$ cat config.mk
export PLATFORM = sky130hd
export DESIGN_NAME = polygon_perimeter_filter_flat
export DESIGN_NICKNAME = d
export VERILOG_FILES = /design/src/rtl/core/ppf_pkg.sv /design/src/rtl/core/ppf_req_if.sv /design/src/rtl/core/ppf_rsp_if.sv /design/src/rtl/core/polygon_perimeter_filter.sv /design/src/flat_wrapper.sv
export VERILOG_INCLUDE_DIRS = /design/src /design/src/rtl/core
export SDC_FILE = /design/constraint.sdc
export NUM_CORES = 1
export LEC_CHECK = 0
export BUFFER_PORTS_ARGS = -buffer_cell sky130_fd_sc_hd__buf_2
export CORE_ASPECT_RATIO = 0.7
export CORE_MARGIN = 2
export CORE_UTILIZATION = 60
export CTS_CLUSTER_SIZE = 24
export DETAILED_ROUTE_END_ITERATION = 16
export MAX_ROUTING_LAYER = met4
export PLACE_DENSITY_LB_ADDON = 0.05
export SLEW_MARGIN = 20
export SYNTH_ARGS = -nofsm -noshare
export SYNTH_HDL_FRONTEND = slang
export SYNTH_SLANG_ARGS = --single-unit
$ cat constraint.sdc
create_clock -name clock -period 16.7 [get_ports clock]
set_clock_uncertainty 0.05 [all_clocks]
set_input_delay 0 -clock clock [delete_from_list [all_inputs] [get_ports clock]]
set_output_delay 0 -clock clock [all_outputs]
set_load 0.005 [all_outputs]
$ cat src/rtl/core/polygon_perimeter_filter_macros.svh
// assertion helpers for polygon_perimeter_filter.sv
`ifndef POLYGON_PERIMETER_FILTER_MACROS_SVH
`define POLYGON_PERIMETER_FILTER_MACROS_SVH

// same-cycle implication, checked on every rising edge outside reset
`define PPF_ASSERT_IMPLY(name, clk, rst, ante, cons) \
   name: assert property (@(posedge clk) disable iff (rst) (ante) |-> (cons)) \
      else $error("ppf: implication check failed");

// next-cycle implication, checked on every rising edge outside reset
`define PPF_ASSERT_NEXT(name, clk, rst, ante, cons) \
   name: assert property (@(posedge clk) disable iff (rst) (ante) |=> (cons)) \
      else $error("ppf: next-cycle check failed");

`endif

$ cat src/rtl/core/ppf_pkg.sv
package ppf_pkg;

   // fixed point format of the coordinates
   localparam int FRAC_BITS = 8;
   localparam int COORD_W   = 16;

   // edge length datapath widths
   localparam int MAG_W      = COORD_W;
   localparam int SQ_W       = 2 * MAG_W;
   localparam int RAD_W      = SQ_W + 2;
   localparam int ROOT_W     = RAD_W / 2;
   localparam int REM_W      = ROOT_W + 3;
   localparam int ROOT_STEPS = ROOT_W;
   localparam int STEP_W     = $clog2(ROOT_STEPS);

   // perimeter sum and vertex count
   localparam int SUM_W   = 32;
   localparam int COUNT_W = 16;

   localparam logic [COUNT_W-1:0] COUNT_MAX    = '1;
   localparam logic [SUM_W-1:0]   SUM_MAX      = '1;
   localparam logic [SUM_W-1:0]   THRESH_RESET = SUM_W'(4 << FRAC_BITS);

   // sequencer states
   typedef enum logic [4:0] {
      ST_IDLE  = 5'b00001,
      ST_SQX   = 5'b00010,
      ST_SQY   = 5'b00100,
      ST_ROOT  = 5'b01000,
      ST_ACCUM = 5'b10000
   } state_type;

endpackage

$ cat src/rtl/core/ppf_req_if.sv
interface ppf_req_if import ppf_pkg::*; ();

   logic                      valid;
   logic                      ready;
   logic signed [COORD_W-1:0] vertex_x;
   logic signed [COORD_W-1:0] vertex_y;
   logic                      last_vertex;

   modport source (output valid, output vertex_x, output vertex_y, output last_vertex,
                   input ready);
   modport sink   (input valid, input vertex_x, input vertex_y, input last_vertex,
                   output ready);

endinterface

$ cat src/rtl/core/ppf_rsp_if.sv
interface ppf_rsp_if import ppf_pkg::*; ();

   logic               valid;
   logic               ready;
   logic [SUM_W-1:0]   perimeter;
   logic               passes;
   logic [COUNT_W-1:0] vertex_count;

   modport source (output valid, output perimeter, output passes, output vertex_count,
                   input ready);
   modport sink   (input valid, input perimeter, input passes, input vertex_count,
                   output ready);

endinterface

$ cat src/rtl/core/polygon_perimeter_filter.sv
// channel   direction  handshake      payload
// req_ch    in         valid / ready  vertex_x, vertex_y (Q8.8 signed), last_vertex
// rsp_ch    out        valid / ready  perimeter (Q24.8), passes, vertex_count
// csr       in         csr_wr_en      csr_wr_data = perimeter_threshold
//
// A first vertex that opens a polygon is only stored, plus an accumulate step if it closes it.
// Any other vertex passes through the accept step, two squaring passes through
// the shared multiplier, the bit-serial square root and one accumulate step.
// A closing vertex runs the edge unit twice.
// Synchronous reset clears the sequencer, the vertex count and the result valid,
// and loads the reset threshold.
// A held result stalls the closing accumulate step, and req_ch with it.

`include "polygon_perimeter_filter_macros.svh"

module polygon_perimeter_filter import ppf_pkg::*; (
   input  logic             clock,
   input  logic             reset,
   ppf_req_if.sink          req_ch,
   ppf_rsp_if.source        rsp_ch,
   input  logic             csr_wr_en,
   input  logic [SUM_W-1:0] csr_wr_data
);

   state_type state_ff, state_in;

   logic [SUM_W-1:0]   thresh_ff, thresh_in;
   logic [COORD_W-1:0] first_x_ff, first_x_in, first_y_ff, first_y_in;
   logic [COORD_W-1:0] prev_x_ff, prev_x_in, prev_y_ff, prev_y_in;
   logic [COORD_W-1:0] op_ax_ff, op_ax_in, op_ay_ff, op_ay_in;
   logic               last_ff, last_in;
   logic               closing_ff, closing_in;
   logic [SUM_W-1:0]   sum_ff, sum_in;
   logic [COUNT_W-1:0] count_ff, count_in;
   logic [RAD_W-1:0]   rad_ff, rad_in;
   logic [REM_W-1:0]   rem_ff, rem_in;
   logic [ROOT_W-1:0]  root_ff, root_in;
   logic [STEP_W-1:0]  step_ff, step_in;

   logic               rsp_valid_ff, rsp_valid_in;
   logic [SUM_W-1:0]   rsp_perimeter_ff, rsp_perimeter_in;
   logic               rsp_passes_ff, rsp_passes_in;
   logic [COUNT_W-1:0] rsp_count_ff, rsp_count_in;

   // shared squaring unit
   logic [COORD_W-1:0] sel_a, sel_b;
   logic [COORD_W:0]   diff;
   logic [MAG_W-1:0]   mag;
   logic [SQ_W-1:0]    sq;

   // square root step
   logic [REM_W+1:0]   rem_cat;
   logic [REM_W+1:0]   trial;
   logic               take;

   // saturating accumulate
   logic [SUM_W:0]     sum_wide;
   logic [SUM_W-1:0]   sum_sat;
   logic               rsp_free;

   assign req_ch.ready        = (state_ff == ST_IDLE);
   assign rsp_ch.valid        = rsp_valid_ff;
   assign rsp_ch.perimeter    = rsp_perimeter_ff;
   assign rsp_ch.passes       = rsp_passes_ff;
   assign rsp_ch.vertex_count = rsp_count_ff;

   // operand select and absolute difference, one axis per cycle
   always_comb begin
      sel_a = (state_ff == ST_SQY) ? op_ay_ff : op_ax_ff;
      sel_b = (state_ff == ST_SQY) ? prev_y_ff : prev_x_ff;
      diff  = {sel_a[COORD_W-1], sel_a} - {sel_b[COORD_W-1], sel_b};
      mag   = diff[COORD_W] ? MAG_W'(-diff) : diff[MAG_W-1:0];
      sq    = SQ_W'(mag) * SQ_W'(mag);
   end

   // one result bit of the root per cycle
   always_comb begin
      rem_cat = {rem_ff, rad_ff[RAD_W-1 -: 2]};
      trial   = (REM_W+2)'({root_ff, 2'b01});
      take    = (rem_cat >= trial);
   end

   always_comb begin
      sum_wide = {1'b0, sum_ff} + (SUM_W+1)'(root_ff);
      sum_sat  = sum_wide[SUM_W] ? SUM_MAX : sum_wide[SUM_W-1:0];
      rsp_free = !rsp_valid_ff || rsp_ch.ready;
   end

   // sequencer and next-state values
   always_comb begin
      state_in         = state_ff;
      thresh_in        = thresh_ff;
      first_x_in       = first_x_ff;
      first_y_in       = first_y_ff;
      prev_x_in        = prev_x_ff;
      prev_y_in        = prev_y_ff;
      op_ax_in         = op_ax_ff;
      op_ay_in         = op_ay_ff;
      last_in          = last_ff;
      closing_in       = closing_ff;
      sum_in           = sum_ff;
      count_in         = count_ff;
      rad_in           = rad_ff;
      rem_in           = rem_ff;
      root_in          = root_ff;
      step_in          = step_ff;
      rsp_valid_in     = rsp_valid_ff && !rsp_ch.ready;
      rsp_perimeter_in = rsp_perimeter_ff;
      rsp_passes_in    = rsp_passes_ff;
      rsp_count_in     = rsp_count_ff;

      if (csr_wr_en) begin
         thresh_in = csr_wr_data;
      end

      unique case (state_ff)
         ST_IDLE: begin
            if (req_ch.valid) begin
               prev_x_in = req_ch.vertex_x;
               prev_y_in = req_ch.vertex_y;
               last_in   = req_ch.last_vertex;
               if (count_ff == '0) begin
                  // opening vertex, a lone vertex closes with a zero edge
                  first_x_in = req_ch.vertex_x;
                  first_y_in = req_ch.vertex_y;
                  sum_in     = '0;
                  count_in   = COUNT_W'(1);
                  root_in    = '0;
                  closing_in = 1'b1;
                  if (req_ch.last_vertex) begin
                     state_in = ST_ACCUM;
                  end
               end else begin
                  op_ax_in   = prev_x_ff;
                  op_ay_in   = prev_y_ff;
                  closing_in = 1'b0;
                  if (count_ff != COUNT_MAX) begin
                     count_in = count_ff + 1'b1;
                  end
                  state_in = ST_SQX;
               end
            end
         end
         ST_SQX: begin
            rad_in   = RAD_W'(sq);
            state_in = ST_SQY;
         end
         ST_SQY: begin
            rad_in   = rad_ff + RAD_W'(sq);
            rem_in   = '0;
            root_in  = '0;
            step_in  = '0;
            state_in = ST_ROOT;
         end
         ST_ROOT: begin
            rad_in  = rad_ff << 2;
            root_in = {root_ff[ROOT_W-2:0], take};
            rem_in  = take ? REM_W'(rem_cat - trial) : REM_W'(rem_cat);
            step_in = STEP_W'(step_ff + 1'b1);
            if (step_ff == STEP_W'(ROOT_STEPS - 1)) begin
               state_in = ST_ACCUM;
            end
         end
         ST_ACCUM: begin
            if (!closing_ff) begin
               sum_in = sum_sat;
               if (last_ff) begin
                  // closing edge from this vertex back to the first
                  closing_in = 1'b1;
                  op_ax_in   = first_x_ff;
                  op_ay_in   = first_y_ff;
                  state_in   = ST_SQX;
               end else begin
                  state_in = ST_IDLE;
               end
            end else if (rsp_free) begin
               rsp_valid_in     = 1'b1;
               rsp_perimeter_in = sum_sat;
               rsp_passes_in    = (sum_sat > thresh_ff);
               rsp_count_in     = count_ff;
               sum_in           = '0;
               count_in         = '0;
               state_in         = ST_IDLE;
            end
         end
         default: begin
            state_in = ST_IDLE;
         end
      endcase
   end

   // control registers
   always_ff @(posedge clock) begin
      if (reset) begin
         state_ff     <= ST_IDLE;
         thresh_ff    <= THRESH_RESET;
         count_ff     <= '0;
         rsp_valid_ff <= 1'b0;
      end else begin
         state_ff     <= state_in;
         thresh_ff    <= thresh_in;
         count_ff     <= count_in;
         rsp_valid_ff <= rsp_valid_in;
      end
   end

   // datapath registers
   always_ff @(posedge clock) begin
      first_x_ff       <= first_x_in;
      first_y_ff       <= first_y_in;
      prev_x_ff        <= prev_x_in;
      prev_y_ff        <= prev_y_in;
      op_ax_ff         <= op_ax_in;
      op_ay_ff         <= op_ay_in;
      last_ff          <= last_in;
      closing_ff       <= closing_in;
      sum_ff           <= sum_in;
      rad_ff           <= rad_in;
      rem_ff           <= rem_in;
      root_ff          <= root_in;
      step_ff          <= step_in;
      rsp_perimeter_ff <= rsp_perimeter_in;
      rsp_passes_ff    <= rsp_passes_in;
      rsp_count_ff     <= rsp_count_in;
   end

   // a vertex that continues an open polygon starts the squaring pass
   `PPF_ASSERT_NEXT(a_open_edge_starts, clock, reset, req_ch.valid && req_ch.ready && (count_ff != '0), state_ff == ST_SQX)

   // a new result only comes out of the closing accumulate step
   `PPF_ASSERT_IMPLY(a_rsp_from_accum, clock, reset, $rose(rsp_valid_ff), $past(state_ff) == ST_ACCUM)

   // an accumulate step always has an open polygon behind it
   `PPF_ASSERT_IMPLY(a_accum_has_count, clock, reset, state_ff == ST_ACCUM, count_ff != '0)

endmodule
$ cat src/flat_wrapper.sv
// flat-port wrapper written by rule: the top's interface ports become plain ports
module polygon_perimeter_filter_flat import ppf_pkg::*;
  (clock, reset, csr_wr_en, csr_wr_data, req_ch_valid, req_ch_vertex_x, req_ch_vertex_y, req_ch_last_vertex, req_ch_ready, rsp_ch_valid, rsp_ch_perimeter, rsp_ch_passes, rsp_ch_vertex_count, rsp_ch_ready);
  ppf_req_if req_ch_i ();
  ppf_rsp_if rsp_ch_i ();
  input  logic clock;
  input  logic reset;
  input  logic csr_wr_en;
  input  logic [SUM_W-1:0] csr_wr_data;
  input wire logic [$bits(req_ch_i.valid)-1:0] req_ch_valid;
  input wire logic [$bits(req_ch_i.vertex_x)-1:0] req_ch_vertex_x;
  input wire logic [$bits(req_ch_i.vertex_y)-1:0] req_ch_vertex_y;
  input wire logic [$bits(req_ch_i.last_vertex)-1:0] req_ch_last_vertex;
  output wire logic [$bits(req_ch_i.ready)-1:0] req_ch_ready;
  output wire logic [$bits(rsp_ch_i.valid)-1:0] rsp_ch_valid;
  output wire logic [$bits(rsp_ch_i.perimeter)-1:0] rsp_ch_perimeter;
  output wire logic [$bits(rsp_ch_i.passes)-1:0] rsp_ch_passes;
  output wire logic [$bits(rsp_ch_i.vertex_count)-1:0] rsp_ch_vertex_count;
  input wire logic [$bits(rsp_ch_i.ready)-1:0] rsp_ch_ready;
  assign req_ch_i.valid = req_ch_valid;
  assign req_ch_i.vertex_x = req_ch_vertex_x;
  assign req_ch_i.vertex_y = req_ch_vertex_y;
  assign req_ch_i.last_vertex = req_ch_last_vertex;
  assign req_ch_ready = req_ch_i.ready;
  assign rsp_ch_valid = rsp_ch_i.valid;
  assign rsp_ch_perimeter = rsp_ch_i.perimeter;
  assign rsp_ch_passes = rsp_ch_i.passes;
  assign rsp_ch_vertex_count = rsp_ch_i.vertex_count;
  assign rsp_ch_i.ready = rsp_ch_ready;
  polygon_perimeter_filter u_core (.clock(clock), .reset(reset), .req_ch(req_ch_i), .rsp_ch(rsp_ch_i), .csr_wr_en(csr_wr_en), .csr_wr_data(csr_wr_data));
endmodule
==> impl_results.md <==
* Status: complete, no violations
* Drt total wl at 58830 um
* Ports at 121
* Asr flop ratio synth at 0
* Hold_ws at 100.8 ps
* Maximum clock frequency at 0.07678 GHz
* Slew @ Worst Pin at 1056 ps
* Most common cell after layout, fill and taps aside: inv_1
* IO Port Bufs at 120
* CP bufs+invs at 5
* Largest delay share family, worst path: adder cells
* CTS HTree Levels at 1
* Core Region at 39760 um2
* Pre-antenna DRT Iters at 5
* Setup repair bufs after CTS at 0
* Rows at 61
* Post-synth EDFFs at 255
* Slowest stage cell, crit path: xnor2_1
* Worst setup path class: reg2reg
* Initial antenna violation count at 1
* Setup TNS Final at 0 ps
* Worst Hold Class: in2reg
* Max Slew Vio Count at 0
* Grt ovf at 0
* Height of the chip at 172.2 um
* Slew headroom at 0.2911
* Synth Cell Area at 24240 um2
* Reg clk slew, reported paths at 70 ps
* Total number of vias at 18480
* Reg-to-Reg Start: u_core.state_ff[1]$_SDFFE_PP0P_
* Startpoint types: flip-flop
* Most frequent cells in the layout: 324 x inv_1, 293 x nand2_1, 255 x edfxtp_1, 243 x nor2_1, 220 x ha_1
* Clock sink count at 309
* Final setup vio count at 0
* Die Area at 42050 um2
* Number of remaining DRC errors at 0
* WL/cell at 18.06 um
* Vias per cell at 5.673
* Flop-to-flop setup slack at 3680 ps
* Final period util at 0.7799
* Clock Tree Buf Depth at 3
* Tot GR Track Use at 0.2922
* Fin nets at 3150
* Sequential area share after synthesis at 0.3605
* Chip width at 244.2 um
* Netlist cell types at 74
* Crit path DAT at 13270 ps
* Syn Nets at 2928
* Max stage delay on crit path at 820 ps
* First DRT Iteration DRCs at 1507
* CP Data Required Time at 16950 ps
* Ant. Diodes at 0
* Syn_area_per_cell at 9.791 um2
* Routability cong. at 0.9331
* Finished Core Util at 0.6948
* Design Area, Final at 27630 um2
* Max Cap Violations at 0
* CP startpoint: u_core.state_ff[1]$_SDFFE_PP0P_
* Final Hold Vio Count at 0
* CTS tree: done
* Warnings, synthesis at 0
* Layout cells sized above 1 at 0.08927
* Primary FF master, synth: edfxtp_1
* Antenna-violating nets left at 0
* Worst path most repeated cell: fa_1
* Initial Utilization at 0.6096
* Hold_sp: req_ch_vertex_y[15]
* P&R area growth vs syn at 13.98%
* Worst skew pair latency at 580 ps
* CTS buffer count at 30
* Setup crit end kind: flip-flop
* Largest net degree at the start of global routing at 58
* Worst-path maximum fanout at 11
* Fin crit period at 13020 ps
* Syn Inst Count at 2476
* CTS root buffer: clkbuf_16
* Seq cells post-synth at 309
* First-pass GRT wire length at 95320 um
* RSZ-0062 raised after global routing: no
* Vias in the first global route at 18230
* Detailed Place HPWL at 43690 um
* DP Area at 25570 um2
* Filler cells at 3034
[cell usage after synthesis (6+ instances only)]
cell type,number,share of area
dfxtp_1,54,0.045
xnor2_1,73,0.026
ha_1,220,0.11
nor2b_1,34,0.0088
and2_1,12,0.0031
xor2_1,62,0.022
or2_2,8,0.0021
nand3_1,29,0.0060
o211ai_1,10,0.0031
nand2_1,293,0.045
inv_1,324,0.050
clkbuf_1,54,0.0084
nor3_1,27,0.0056
a21oi_1,117,0.024
nand2b_1,28,0.0072
mux2i_1,63,0.026
a21boi_0,8,0.0025
buf_1,10,0.0015
and3_1,16,0.0041
o21ai_0,93,0.019
or4_1,6,0.0019
edfxtp_1,255,0.32
a31oi_1,11,0.0028
nand4_1,25,0.0065
o21a_1,25,0.0077
nor2_1,244,0.038
or3_1,10,0.0026
o31ai_1,12,0.0037
a22oi_1,25,0.0077
a21o_1,44,0.014
nor4_1,8,0.0021
a211oi_1,16,0.0050
o21bai_1,15,0.0046
fa_1,162,0.13
[per-stage QoR]
stage / setup WS, ps / std cells
after floorplan: 5619 / 2476
after global placement: 4461 / 3101
after detailed placement: 3971 / 3101
after CTS: 3875 / 3257
after global routing: 2700 / 3257
final: 3676 / 3257
[logic make-up after synthesis]
group | after synthesis | synth area share
multiplexers | 63 | 0.02601
flip-flops | 309 | 0.3605
AND/OR/NAND/NOR | 766 | 0.1427
buffers and inverters | 394 | 0.06101
adder cells (fa/ha/maj) | 383 | 0.2477
XOR/XNOR | 136 | 0.04945
AO/OA/AOI/OAI | 425 | 0.1127
[path summary, 6_finish.rpt]
kind | end | depth (start not counted)
worst max-delay path | u_core.rad_ff[33]$_DFFE_PP_ | 44
worst min-delay path | u_core.first_y_ff[15]$_DFFE_PP_ | 2
worst max register to register | u_core.rad_ff[33]$_DFFE_PP_ | 44
worst min register to register | u_core.thresh_ff[10]$_SDFFE_PP1P_ | 2
[metal layers]
layer,part of all wire,GRT usage,up-vias,routed length [um]
met5,0,-,-,0
met4,0.012,0.04533,0,731
met3,0.069,0.04144,66,4074
met2,0.43,0.4284,547,25480
met1,0.49,0.4406,8962,28550
li1,-,-,8901,-
[flip-flops by register name, indices dropped and copies added (netlist names)]
| register | flops |
|---|---|
| u_core.thresh_ff | 32 |
| u_core.sum_ff | 32 |
| u_core.rem_ff | 20 |
| u_core.step_ff | 5 |
| u_core.op_ay_ff | 16 |
| u_core.root_ff | 17 |
| u_core.prev_x_ff | 16 |
| u_core.rsp_ch.perimeter | 32 |
| u_core.first_x_ff | 16 |
| u_core.op_ax_ff | 16 |
| u_core.count_ff | 16 |
| u_core.rsp_ch.vertex_count | 16 |
| u_core.rad_ff | 34 |
| u_core.rsp_ch.valid | 1 |
| u_core.last_ff | 1 |
| u_core.rsp_ch.passes | 1 |
| u_core.first_y_ff | 16 |
| u_core.closing_ff | 1 |
| u_core.prev_y_ff | 16 |
| u_core.state_ff | 5 |
[layout make-up]
class	instances	area [um2]	share of cell area
repair buffers	254	1857	0.06720
inverters	330	1239	0.04483
clock buffers	40	880.8	0.03188
well taps	535	669.4	0.02423
multi-input cells	1773	14060	0.5090
flip-flops and latches	309	8738	0.3163
clock inverters	16	181.4	0.006566
[repair_timing]
item                      4_1_cts  5_1_grt
hold endpoints to repair      111        0
hold buffers                  100        0
gates resized for setup         0        0
[worst reg2reg max path: cells and delay by family (launching register included)]
kind,cells,cell delay (ps)
fa+ha+maj,10,4460
simple gates,14,3050
compound gates,12,2890
xor+xnor,3,1110
buf+inv,5,840
flops,1,360
Power is left out: the tool's default activity adds up to more than one toggle a clock period on the data nets, which glitch-free logic cannot reach.
